$ cat src/rtl/hcpd_pkg.sv
// Shared widths, payload type and gain function for the heading compensation core.
`timescale 1ns / 1ps

package hcpd_pkg;

    localparam int CORDIC_STAGES_DEF = 16;

    localparam int DELTA_W     = 24;
    localparam int QUAT_W      = 16;
    localparam int WORLD_W     = 25;
    localparam int PROD_W      = 32;
    localparam int AB_W        = 34;
    localparam int VEC_SCALE   = 20;
    localparam int DELTA_GUARD = 8;
    localparam int VEC_W       = 56;
    localparam int ROT_W       = 35;
    localparam int GAIN_W      = 30;
    localparam int LO_W        = 17;
    localparam int HI_W        = ROT_W - LO_W;
    localparam int PLO_W       = LO_W + GAIN_W;
    localparam int PHI_W       = HI_W + GAIN_W + 1;
    localparam int SUM_W       = 66;
    localparam int RND_SHIFT   = 38;
    localparam int RES_W       = SUM_W - RND_SHIFT;

    localparam logic signed [AB_W-1:0]    ONE_Q28   = 34'sd268435456;
    localparam logic signed [WORLD_W-1:0] OUT_LIMIT = 25'sd11863283;

    typedef struct packed {
        logic signed [VEC_W-1:0]   vx;
        logic signed [VEC_W-1:0]   vy;
        logic signed [ROT_W-1:0]   px;
        logic signed [ROT_W-1:0]   py;
        logic signed [DELTA_W-1:0] dx;
        logic signed [DELTA_W-1:0] dy;
        logic                      bypass;
    } rot_t;

    function automatic logic [63:0] udiv64(input logic [63:0] num, input logic [63:0] den);
        logic [64:0] rem;
        logic [63:0] quo;
        rem = '0;
        quo = '0;
        for (int j = 63; j >= 0; j--)
        begin
            rem = {rem[63:0], num[j]};
            if (rem >= {1'b0, den})
            begin
                rem    = rem - {1'b0, den};
                quo[j] = 1'b1;
            end
        end
        return quo;
    endfunction

    // Inverse gain 1/K in Q30: square root of the Q60 product of the inverse squared per-stage gains
    function automatic logic [GAIN_W-1:0] gain_q30(input int n);
        logic [63:0] k2;
        logic [63:0] den;
        logic [63:0] v;
        logic [63:0] r;
        logic [63:0] b;
        k2 = 64'd1 << 60;
        for (int i = 0; i < n; i++)
        begin
            den = (64'd1 << (2 * i)) + 64'd1;
            k2  = k2 - udiv64(k2, den);
        end
        v = k2;
        r = '0;
        b = 64'd1 << 62;
        for (int j = 0; j < 32; j++)
        begin
            if (b > v)
                b = b >> 2;
        end
        for (int j = 0; j < 32; j++)
        begin
            if (b != 64'd0)
            begin
                if (v >= r + b)
                begin
                    v = v - (r + b);
                    r = (r >> 1) + b;
                end
                else
                begin
                    r = r >> 1;
                end
                b = b >> 2;
            end
        end
        return r[GAIN_W-1:0];
    endfunction

endpackage

$ cat src/rtl/hcpd_front.sv
// Front end: quaternion products, yaw vector forming and quarter-turn pre-rotation.
`timescale 1ns / 1ps

module hcpd_front import hcpd_pkg::*;
(
    input  logic                      clk,
    input  logic                      rst_n,
    input  logic                      in_valid,
    output logic                      in_ready,
    input  logic signed [DELTA_W-1:0] delta_x,
    input  logic signed [DELTA_W-1:0] delta_y,
    input  logic signed [QUAT_W-1:0]  quat_w,
    input  logic signed [QUAT_W-1:0]  quat_x,
    input  logic signed [QUAT_W-1:0]  quat_y,
    input  logic signed [QUAT_W-1:0]  quat_z,
    output logic                      out_valid,
    input  logic                      out_ready,
    output rot_t                      out_data
);

    logic                      p0_valid_reg;
    logic signed [PROD_W-1:0]  wz_reg;
    logic signed [PROD_W-1:0]  xy_reg;
    logic signed [PROD_W-1:0]  yy_reg;
    logic signed [PROD_W-1:0]  zz_reg;
    logic signed [DELTA_W-1:0] dx_reg;
    logic signed [DELTA_W-1:0] dy_reg;
    logic                      p0_ready;
    logic                      p1_ready;
    logic                      p1_valid_reg;
    rot_t                      p1_data_reg;
    rot_t                      p1_data_next;

    logic signed [AB_W-1:0]  b_val;
    logic signed [AB_W-1:0]  a_val;
    logic signed [VEC_W-1:0] vx_a;
    logic signed [VEC_W-1:0] vy_a;
    logic signed [ROT_W-1:0] px_a;
    logic signed [ROT_W-1:0] py_a;

    assign p1_ready = !p1_valid_reg || out_ready;
    assign p0_ready = !p0_valid_reg || p1_ready;
    assign in_ready = p0_ready;

    always_ff @(posedge clk or negedge rst_n)
    begin
        if (!rst_n)
            p0_valid_reg <= 1'b0;
        else if (p0_ready)
            p0_valid_reg <= in_valid;
    end

    always_ff @(posedge clk)
    begin
        if (p0_ready && in_valid)
        begin
            wz_reg <= quat_w * quat_z;
            xy_reg <= quat_x * quat_y;
            yy_reg <= quat_y * quat_y;
            zz_reg <= quat_z * quat_z;
            dx_reg <= delta_x;
            dy_reg <= delta_y;
        end
    end

    always_comb
    begin
        b_val = (AB_W'(wz_reg) + AB_W'(xy_reg)) <<< 1;
        a_val = ONE_Q28 - ((AB_W'(yy_reg) + AB_W'(zz_reg)) <<< 1);
        vx_a  = VEC_W'(a_val) <<< VEC_SCALE;
        vy_a  = VEC_W'(b_val) <<< VEC_SCALE;
        px_a  = ROT_W'(dx_reg) <<< DELTA_GUARD;
        py_a  = ROT_W'(dy_reg) <<< DELTA_GUARD;

        p1_data_next.vx     = vx_a;
        p1_data_next.vy     = vy_a;
        p1_data_next.px     = px_a;
        p1_data_next.py     = py_a;
        p1_data_next.dx     = dx_reg;
        p1_data_next.dy     = dy_reg;
        p1_data_next.bypass = (a_val == '0) && (b_val == '0);

        // left half plane: turn by a quarter first
        if (a_val[AB_W-1])
        begin
            if (!b_val[AB_W-1])
            begin
                p1_data_next.vx = vy_a;
                p1_data_next.vy = -vx_a;
                p1_data_next.px = -py_a;
                p1_data_next.py = px_a;
            end
            else
            begin
                p1_data_next.vx = -vy_a;
                p1_data_next.vy = vx_a;
                p1_data_next.px = py_a;
                p1_data_next.py = -px_a;
            end
        end
    end

    always_ff @(posedge clk or negedge rst_n)
    begin
        if (!rst_n)
            p1_valid_reg <= 1'b0;
        else if (p1_ready)
            p1_valid_reg <= p0_valid_reg;
    end

    always_ff @(posedge clk)
    begin
        if (p1_ready && p0_valid_reg)
            p1_data_reg <= p1_data_next;
    end

    assign out_valid = p1_valid_reg;
    assign out_data  = p1_data_reg;

endmodule

$ cat config.mk
export PLATFORM = sky130hd
export DESIGN_NAME = hcpd_front
export DESIGN_NICKNAME = d
export VERILOG_FILES = /design/src/rtl/hcpd_pkg.sv /design/src/rtl/hcpd_front.sv
export SDC_FILE = /design/constraint.sdc
export NUM_CORES = 2
export LEC_CHECK = 0
export ABC_AREA = 1
export BUFFER_PORTS_ARGS = -buffer_cell sky130_fd_sc_hd__buf_2
export CORE_MARGIN = 5
export CORE_UTILIZATION = 40
export DETAILED_ROUTE_END_ITERATION = 8
export GPL_TIMING_DRIVEN = 0
export SYNTH_ARGS = -nofsm -noshare
export SYNTH_HDL_FRONTEND = slang
export SYNTH_SLANG_ARGS = --single-unit
$ cat constraint.sdc
create_clock -name clk -period 10.62 [get_ports clk]
set_clock_uncertainty 0.1 [all_clocks]
set_input_delay 1.062 -clock clk [delete_from_list [all_inputs] [get_ports clk]]
set_output_delay 1.062 -clock clk [all_outputs]
set_load 0.01 [all_outputs]
==> summary.txt <==
Placement
  – DP HPWL: 150000 µm
  – GP Congestion: 0.960
  – DP Worst Slack: approximately 1.7 ns
  – Port Buffers: roughly 260

Routing
  – Via-to-Cell Ratio: slightly below 5
  – Drt wl/cell: a little under 20 µm
  – DRC viols: 0
  – Vias: 45478
  – Post-Route WL: around 180000 µm
  – Pre-antenna DRT Iters: 6
  – Routed Antenna Nets: 0
  – Initial drt markers: 3300

Logic synthesis
  – Synth Area in Compound Gates: 0.0474
  – Post-synth EDFFs: 347
  – Main synth FF type: edfxtp_1
  – Main combinational cell family by area after synthesis: adder cells
  – Most frequent cell after synthesis: inv_1
  – Area leader, netlist: fa_1
  – Leading post-synthesis cells by cell area: fa_1 (34%), edfxtp_1 (18%), inv_1 (12%)
  – Mux cell area share after synthesis: 0
  – Synth async-reset ratio: 0.00573
  – Synthesized-area fraction occupied by adder cells: 0.432
  – Synth unique cells: between 50 and 60
  – Synth Cell Area: between 0.05 and 0.06 mm²
  – Commonest cells in the netlist: inv_1 (1861), nand2_1 (1566), fa_1 (993)
  – Cell count after synthesis: 6868
  – Sequential area share after synthesis: 0.180
  – Synth Area per Inst: between 8 and 9 µm²
  – Synth Area in Simple Gates: 0.154
  – Top cell type's share of synthesized area: 0.342
  – YS warnings: 0
  – Post-Synth XOR/XNOR Area: 0.0430
  – Flops & latches, synth: approximately 350

Setup path
  – Arrival @ worst endpoint: 8.61 ns
  – Data required time at the worst endpoint: about 11 ns
  – Critical path, cell by cell: buf_2, clkbuf_1, clkbuf_1, nand2_1, inv_1, fa_1, fa_1, fa_1, fa_1, fa_1, inv_1, fa_1, inv_1, ha_1, a21oi_1, inv_1, a31oi_1, a21boi_0, o21ai_0, a21boi_0, o21ai_0, xor2_1
  – CP top delay family: adder cells
  – CP most frequent cell: fa_1
  – Crit end category: flip-flop
  – Slowest cell on crit path: clkbuf_1
  – R2R depth: 21
  – Worst path buffer plus inverter count: 7
  – Crit Path Max Fanout: 10
  – RR Endpoint: out_data[172]
  – CP Class: primary input to flip-flop
  – Worst r2r src: zz_reg[2]
  – R2r setup slk: 5.40 ns
  – CP startpoint kind: primary input
  – CP max stage delay: around 0.91 ns

Clocking
  – CTS Hold Bufs: 0
  – Clock tree sinks: ~350
  – Cts repair resizes: 0
  – Post-CTS Setup Inserts: 0
  – Clock latency on the worst-skew pair: 0.59 ns
  – CTS H-tree lvls: 2
  – Clock root buffer: clkbuf_16
  – CTS Buffer Depth: 3
  – CTS buffer count: between 40 and 50
  – CTS clk-pin slew, worst paths: ~0.06 ns
  – CTS tree: built

Cells and area
  – Max reg flops: about 170
  – Area Growth Syn to Fin: 9.61%
  – Fillers: 14363
  – Layout Nets: approximately 8800
  – Share of layout cells above drive strength 1: 0.0725
  – Util after Layout: 0.439

Global routing
  – GRT Total Usage: 0.235
  – Initial antenna violation count: 5
  – Largest net degree at the start of global routing: ~100
  – Vias in the first global route: around 47000
  – Total congestion overflow: 0
  – First-pass GRT wire length: approximately 270000 µm

STA
  – RSZ-0062 raised after global routing: no
  – Fin crit share: 0.790
  – Max-slew violations: 0
  – Minimum clock period after layout: ~8.4 ns
  – Slew @ Worst Pin: roughly 1.2 ns
  – Fin worst setup slack: between 2 and 2.5 ns
  – Final setup fails: 0
  – Final Hold Fails: 0
  – WHS: 0.138 ns
  – Worst rel slew slack: 0.229
  – F_max: about 120 MHz

Die
  – Die area: approximately 0.15 mm²
  – Starting Density: 0.401
  – Chip height: between 300 and 400 µm
  – # rows: 140
  – I/O Pins: approximately 350
  – Area of the core: ~0.15 mm²
  – Die width: 391 µm

Run status
  – Status: complete, no violations

Worst hold path
  – HP Class: primary input to asynchronous set/reset pin

Flow run
  – Max Cap Viol: 0
per-stage QoR:
| step | area [µm²] | TNS (ns) | cells |
|---|---|---|---|
| 2_1_floorplan | 58400 | 0 | 6927 |
| 3_3_place_gp | 62100 | -530.03 | 9103 |
| 3_5_place_dp | 62300 | 0 | 9110 |
| 4_1_cts | 63800 | 0 | 9187 |
| 5_1_grt | 63800 | 0 | 9187 |
| 6_report | 63800 | 0 | 9189 |
worst max path at each step:
stage	from	to	cells after the start
3_3_place_gp	out_ready	out_data[173]	3
6_report	quat_y[4]	xy_reg[28]	22
2_1_floorplan	out_ready	out_data[0]	2
3_5_place_dp	quat_y[4]	xy_reg[28]	22
5_1_grt	quat_y[4]	xy_reg[28]	22
4_1_cts	quat_y[4]	xy_reg[28]	22
cells by family (layout without fill, tap and decap cells):
family	count (synthesis)	after routing
other cells	1	62
buf+inv	2140	2483
xor+xnor	285	285
simple gates	2192	2192
fa+ha+maj	1413	1413
compound gates	488	488
flops	349	349
layer usage:
metal	global-route usage	share of wire	wire (µm)
met5	0.000638	0.00031	55
met4	0.0925	0.048	8540
met3	0.0384	0.076	13600
met2	0.383	0.46	81300
met1	0.315	0.42	74900
layout make-up:
type                    instances  area, µm²  share of cell area
well taps                    1917       2400              0.0376
repair buffers                266       1440              0.0226
flip-flops and latches        349      10500               0.164
diodes                          2       5.00           0.0000785
inverters                    1872       7040               0.110
multi-input cells            4438      39600               0.621
clock inverters                30        435             0.00683
clock buffers                  47       1070              0.0168
plain buffers                 268       1330              0.0209
layout by cell type, fill, tap and decap left out, types with 16 or more instances in the layout:
| cell type | instances |
|---|---|
| nand3_1 | 170 |
| nor2_1 | 279 |
| buf_2 | 273 |
| inv_1 | 1860 |
| or2_2 | 16 |
| o21ai_0 | 128 |
| xor2_1 | 204 |
| clkbuf_16 | 42 |
| clkbuf_1 | 183 |
| edfxtp_1 | 347 |
| fa_1 | 993 |
| nand2_2 | 20 |
| ha_1 | 420 |
| xnor2_1 | 80 |
| o21ai_1 | 47 |
| nand4_1 | 57 |
| nand2_1 | 1566 |
| conb_1 | 60 |
| nor3_1 | 36 |
| buf_4 | 65 |
| a21oi_1 | 196 |
Power is left out: the tool's default activity adds up to more than one toggle a clock period on the data nets, which glitch-free logic cannot reach.
