[src/rtl/hcpd_pkg.sv]
// Shared widths, payload type and gain function for the heading compensation core.
`timescale 1ns / 1ps

package hcpd_pkg;

    localparam int CORDIC_STAGES_DEF = 16;

    localparam int DELTA_W     = 24;
    localparam int QUAT_W      = 16;
    localparam int WORLD_W     = 25;
    localparam int PROD_W      = 32;
    localparam int AB_W        = 34;
    localparam int VEC_SCALE   = 20;
    localparam int DELTA_GUARD = 8;
    localparam int VEC_W       = 56;
    localparam int ROT_W       = 35;
    localparam int GAIN_W      = 30;
    localparam int LO_W        = 17;
    localparam int HI_W        = ROT_W - LO_W;
    localparam int PLO_W       = LO_W + GAIN_W;
    localparam int PHI_W       = HI_W + GAIN_W + 1;
    localparam int SUM_W       = 66;
    localparam int RND_SHIFT   = 38;
    localparam int RES_W       = SUM_W - RND_SHIFT;

    localparam logic signed [AB_W-1:0]    ONE_Q28   = 34'sd268435456;
    localparam logic signed [WORLD_W-1:0] OUT_LIMIT = 25'sd11863283;

    typedef struct packed {
        logic signed [VEC_W-1:0]   vx;
        logic signed [VEC_W-1:0]   vy;
        logic signed [ROT_W-1:0]   px;
        logic signed [ROT_W-1:0]   py;
        logic signed [DELTA_W-1:0] dx;
        logic signed [DELTA_W-1:0] dy;
        logic                      bypass;
    } rot_t;

    function automatic logic [63:0] udiv64(input logic [63:0] num, input logic [63:0] den);
        logic [64:0] rem;
        logic [63:0] quo;
        rem = '0;
        quo = '0;
        for (int j = 63; j >= 0; j--)
        begin
            rem = {rem[63:0], num[j]};
            if (rem >= {1'b0, den})
            begin
                rem    = rem - {1'b0, den};
                quo[j] = 1'b1;
            end
        end
        return quo;
    endfunction

    // Inverse gain 1/K in Q30: square root of the Q60 product of the inverse squared per-stage gains
    function automatic logic [GAIN_W-1:0] gain_q30(input int n);
        logic [63:0] k2;
        logic [63:0] den;
        logic [63:0] v;
        logic [63:0] r;
        logic [63:0] b;
        k2 = 64'd1 << 60;
        for (int i = 0; i < n; i++)
        begin
            den = (64'd1 << (2 * i)) + 64'd1;
            k2  = k2 - udiv64(k2, den);
        end
        v = k2;
        r = '0;
        b = 64'd1 << 62;
        for (int j = 0; j < 32; j++)
        begin
            if (b > v)
                b = b >> 2;
        end
        for (int j = 0; j < 32; j++)
        begin
            if (b != 64'd0)
            begin
                if (v >= r + b)
                begin
                    v = v - (r + b);
                    r = (r >> 1) + b;
                end
                else
                begin
                    r = r >> 1;
                end
                b = b >> 2;
            end
        end
        return r[GAIN_W-1:0];
    endfunction

endpackage

[src/rtl/hcpd_gain.sv]
// Gain correction by split multiply, round to nearest, saturation and bypass select.
`timescale 1ns / 1ps

module hcpd_gain import hcpd_pkg::*;
#(
    parameter int STAGES = CORDIC_STAGES_DEF
)
(
    input  logic                      clk,
    input  logic                      rst_n,
    input  logic                      in_valid,
    output logic                      in_ready,
    input  rot_t                      in_data,
    output logic                      out_valid,
    input  logic                      out_ready,
    output logic signed [WORLD_W-1:0] world_x,
    output logic signed [WORLD_W-1:0] world_y
);

    localparam logic [GAIN_W-1:0]       GAIN_K  = gain_q30(STAGES);
    localparam logic signed [GAIN_W:0]  GAIN_KS = {1'b0, GAIN_K};
    localparam logic signed [SUM_W-1:0] RND     = SUM_W'(1) << (RND_SHIFT - 1);
    localparam logic signed [RES_W-1:0] LIM_HI  = RES_W'(OUT_LIMIT);
    localparam logic signed [RES_W-1:0] LIM_LO  = -RES_W'(OUT_LIMIT);

    logic g1_ready;
    logic g2_ready;
    logic g3_ready;
    logic g1_valid_reg;
    logic g2_valid_reg;
    logic g3_valid_reg;

    logic signed [HI_W-1:0]    hx_in;
    logic signed [HI_W-1:0]    hy_in;
    logic [PLO_W-1:0]          plo_x_reg;
    logic [PLO_W-1:0]          plo_y_reg;
    logic signed [PHI_W-1:0]   phi_x_reg;
    logic signed [PHI_W-1:0]   phi_y_reg;
    logic signed [DELTA_W-1:0] g1_dx_reg;
    logic signed [DELTA_W-1:0] g1_dy_reg;
    logic                      g1_bypass_reg;

    logic signed [SUM_W-1:0]   sum_x_next;
    logic signed [SUM_W-1:0]   sum_y_next;
    logic signed [SUM_W-1:0]   sum_x_reg;
    logic signed [SUM_W-1:0]   sum_y_reg;
    logic signed [DELTA_W-1:0] g2_dx_reg;
    logic signed [DELTA_W-1:0] g2_dy_reg;
    logic                      g2_bypass_reg;

    logic signed [RES_W-1:0]   res_x;
    logic signed [RES_W-1:0]   res_y;
    logic signed [WORLD_W-1:0] world_x_next;
    logic signed [WORLD_W-1:0] world_y_next;
    logic signed [WORLD_W-1:0] world_x_reg;
    logic signed [WORLD_W-1:0] world_y_reg;

    assign g3_ready = !g3_valid_reg || out_ready;
    assign g2_ready = !g2_valid_reg || g3_ready;
    assign g1_ready = !g1_valid_reg || g2_ready;
    assign in_ready = g1_ready;

    assign hx_in = in_data.px[ROT_W-1:LO_W];
    assign hy_in = in_data.py[ROT_W-1:LO_W];

    always_ff @(posedge clk or negedge rst_n)
    begin
        if (!rst_n)
        begin
            g1_valid_reg <= 1'b0;
            g2_valid_reg <= 1'b0;
            g3_valid_reg <= 1'b0;
        end
        else
        begin
            if (g1_ready)
                g1_valid_reg <= in_valid;
            if (g2_ready)
                g2_valid_reg <= g1_valid_reg;
            if (g3_ready)
                g3_valid_reg <= g2_valid_reg;
        end
    end

    always_ff @(posedge clk)
    begin
        if (g1_ready && in_valid)
        begin
            plo_x_reg     <= in_data.px[LO_W-1:0] * GAIN_K;
            plo_y_reg     <= in_data.py[LO_W-1:0] * GAIN_K;
            phi_x_reg     <= hx_in * GAIN_KS;
            phi_y_reg     <= hy_in * GAIN_KS;
            g1_dx_reg     <= in_data.dx;
            g1_dy_reg     <= in_data.dy;
            g1_bypass_reg <= in_data.bypass;
        end
    end

    always_comb
    begin
        sum_x_next = (SUM_W'(phi_x_reg) <<< LO_W) + SUM_W'(plo_x_reg) + RND;
        sum_y_next = (SUM_W'(phi_y_reg) <<< LO_W) + SUM_W'(plo_y_reg) + RND;
    end

    always_ff @(posedge clk)
    begin
        if (g2_ready && g1_valid_reg)
        begin
            sum_x_reg     <= sum_x_next;
            sum_y_reg     <= sum_y_next;
            g2_dx_reg     <= g1_dx_reg;
            g2_dy_reg     <= g1_dy_reg;
            g2_bypass_reg <= g1_bypass_reg;
        end
    end

    always_comb
    begin
        res_x = sum_x_reg[SUM_W-1:RND_SHIFT];
        res_y = sum_y_reg[SUM_W-1:RND_SHIFT];

        if (res_x > LIM_HI)
            world_x_next = OUT_LIMIT;
        else if (res_x < LIM_LO)
            world_x_next = -OUT_LIMIT;
        else
            world_x_next = res_x[WORLD_W-1:0];

        if (res_y > LIM_HI)
            world_y_next = OUT_LIMIT;
        else if (res_y < LIM_LO)
            world_y_next = -OUT_LIMIT;
        else
            world_y_next = res_y[WORLD_W-1:0];

        // degenerate heading: pass the delta through
        if (g2_bypass_reg)
        begin
            world_x_next = WORLD_W'(g2_dx_reg);
            world_y_next = WORLD_W'(g2_dy_reg);
        end
    end

    always_ff @(posedge clk)
    begin
        if (g3_ready && g2_valid_reg)
        begin
            world_x_reg <= world_x_next;
            world_y_reg <= world_y_next;
        end
    end

    assign out_valid = g3_valid_reg;
    assign world_x   = world_x_reg;
    assign world_y   = world_y_reg;

endmodule

[config.mk]
export PLATFORM = sky130hd
export DESIGN_NAME = hcpd_gain
export DESIGN_NICKNAME = d
export VERILOG_FILES = /design/src/rtl/hcpd_pkg.sv /design/src/rtl/hcpd_gain.sv
export SDC_FILE = /design/constraint.sdc
export NUM_CORES = 2
export LEC_CHECK = 0
export BUFFER_PORTS_ARGS = -buffer_cell sky130_fd_sc_hd__buf_2
export CAP_MARGIN = 20
export CORE_MARGIN = 8
export CORE_UTILIZATION = 30
export DETAILED_ROUTE_END_ITERATION = 8
export PLACE_DENSITY = 0.49
export SYNTH_ARGS = -nofsm -noshare
export SYNTH_HDL_FRONTEND = slang
export SYNTH_SLANG_ARGS = --single-unit
[constraint.sdc]
create_clock -name clk -period 7.5 [get_ports clk]
set_clock_uncertainty 0.2 [all_clocks]
set_input_delay 1.5 -clock clk [delete_from_list [all_inputs] [get_ports clk]]
set_output_delay 1.5 -clock clk [all_outputs]
set_load 0.05 [all_outputs]
==> flow_summary.yaml <==
yosys:
  synth-seq-area-share: 0.217
  synth_edf_count: 358
  ys.flop_type: "edfxtp_1"
  async_flop_share: 0.00831
  synth_most_common_cell: "inv_1"
  synth_common_cells: "inv_1, fa_1, ha_1"
  avgSynthCellArea_um2: 11.1
  synthTopCellsByArea: "fa_1, edfxtp_1, ha_1"
  netlist_instances: 4512
  syn_nets: 6348
  synth_largest_area_cell: "fa_1"
  synth-seq-cells: 361
  synth_top_area_frac: 0.323
  synth.cell_area_um2: 49900
  ys_warn_count: 0
  yosysUniqueCellTypes: 73
drt:
  via_per_inst: 4.41
  vias: 33300
  wl_per_cell_um: 18.1
  post-route-drc-count: 0
  ant_nets: 0
  dr.pass1.iters: 5
  drt-total-wl_mm: 137
  first_iter_violations: 1373
clocking:
  worstSkewPairLatency_ns: 0.62
  clk_path_buf_depth: 3
  ctsHoldBuffers: 0
  clk_pin_slew_ns: 0.06
  cts.sinks: 361
  cts_tree: "yes"
  htree_num_levels: 2
  cts_root_buffer: "clkbuf_16"
  cts-buffers-inserted: 44
  post_cts_buffers: 0
worst_setup_path:
  crit_path_start: "in_data[70]"
  crit-reg2reg-launch: "plo_y_reg[36]"
  worstPathArrival_ns: 7.54
  worstSetupPathType: "in2reg"
  path_max_fanout: 4
  cp_data_required_time_ns: 7.66
  critPathCaptureType: "flip-flop"
  start_kind: "input port"
final_layout:
  syn_to_final_growth_pct: 19.6
  finish.utilization: 0.361
  drive_above_1_share: 0.175
  multi_input_area_um2: 34300
  num-fill-cells: 16600
  nets: 7166
  regArea_um2: 10800
die:
  die_area_um2: 180000
  die_x_um: 424
  start_util: 0.302
  row_count: 149
  core_um2: 165000
  io_pins: 287
  die_height_um: 424
global_routing:
  grt_max_degree: 113
  grt_overflow: 0
  grtUsageTotal: 0.153
  antenna_found_initial: 20
  grt_pass1_vias: 36800
  grt_pass1_wl_mm: 216
timing:
  setup-violations-final: 0
  worst_slew_margin_rel: 0.292
  max_clock_freq_mhz: 136
  tightest_slew_ns: 1.06
  hold_violations: 0
  drv_slew: 0
  timing.setup.tns_ns: 0
  period_minus_slack_ns: 7.38
  rsz0062_at_grt: "no"
  min_period_over_period: 0.984
place:
  place_congestion: 0.900
  dp.final_hpwl_mm: 123
  port_buffers: 174
flow_run:
  maxCapViolCount: 0
worst_hold_path:
  min_from: "g1_dx_reg[20]"
  hp-class: "reg2reg"
status:
  status: "finished clean"
==> cells in the final DEF (no fill, tap or decap), types with 106 or more instances in the layout <==
cell type	instances
xnor2_1	122
ha_1	795
buf_2	173
edfxtp_1	358
nor2_1	106
inv_1	1266
buf_4	633
a21o_1	119
fa_1	804
a21oi_1	171
==> stage by stage <==
| step | hold slack (ns) | instance area [um2] | setup WS [ns] | std cells |
|---|---|---|---|---|
| floorplan | 0.200 | 49900 | 0.0343 | 4512 |
| global placement | 0.202 | 58200 | -0.583 | 7473 |
| detailed placement | 0.205 | 58200 | -0.603 | 7473 |
| CTS | 0.204 | 59600 | 0.0376 | 7553 |
| global route | 0.213 | 59700 | 0.00185 | 7554 |
| finish | 0.213 | 59700 | 0.121 | 7555 |
==> cell type report <==
| type | instances | area share |
|---|---|---|
| Sequential cell | 361 | 0.181 |
| Tap cell | 2189 | 0.0459 |
| Inverter | 1266 | 0.0796 |
| Timing Repair Buffer | 809 | 0.0949 |
| Multi-Input combinational cell | 2848 | 0.574 |
| Clock buffer | 46 | 0.0186 |
| Clock inverter | 34 | 0.00560 |
| Antenna cell | 2 | 0.0000839 |
==> routing by layer <==
layer	vias to the layer above	track usage	part of all wire
li1	16300	-	-
met4	6	0.0396	0.028
met3	181	0.0143	0.025
met5	-	0	0.00030
met1	16400	0.201	0.45
met2	412	0.272	0.49
==> worst max-delay path, cell delays in order <==
cell and delay [ns]:
buf_2 0.15, fa_1 0.60, fa_1 0.47, fa_1 0.50, fa_1 0.55, inv_1 0.05, fa_1 0.48, inv_1 0.05
fa_1 0.52, ha_4 0.21, a21o_1 0.15, a221o_1 0.35, a221oi_2 0.25, o211ai_1 0.22, a21oi_2 0.31, o41ai_4 0.13
a41oi_4 0.30, o211ai_4 0.11, or4b_1 0.46, and4_1 0.18
==> logic make-up (layout without fill, tap and decap cells) <==
logic type                 count (synthesis)  after routing  synth area share
and+or+nand+nor                          465            465            0.0472
xor gates and xnor gates                 178            178            0.0312
buffers and inverters                   1303           2155            0.0981
other                                      0              2                 0
AOI/OAI and AO/OA                        604            604            0.0841
adders and majority gates               1601           1601             0.522
DFF                                      361            361             0.217
==> what timing repair did <==
action,CTS,global route
resized for setup,0,12
endpoints found under the setup margin,0,11
endpoints found under the hold margin,0,0
==> path summary, 6_finish.rpt <==
kind	endpoint	slack (ns)	depth (start not counted)
setup / recovery	phi_y_reg[45]	0.12	20
hold / removal	g2_dx_reg[20]	0.21	0
setup reg to reg	sum_y_reg[65]	3.17	12
hold reg to reg	g2_dx_reg[20]	0.21	0
max in group asynchronous	g1_valid_reg	6.52	1
min in group asynchronous	out_valid	0.47	1
Power is not shown: default switching activity piles up to over one toggle a cycle in this logic, so the estimate is an artifact.
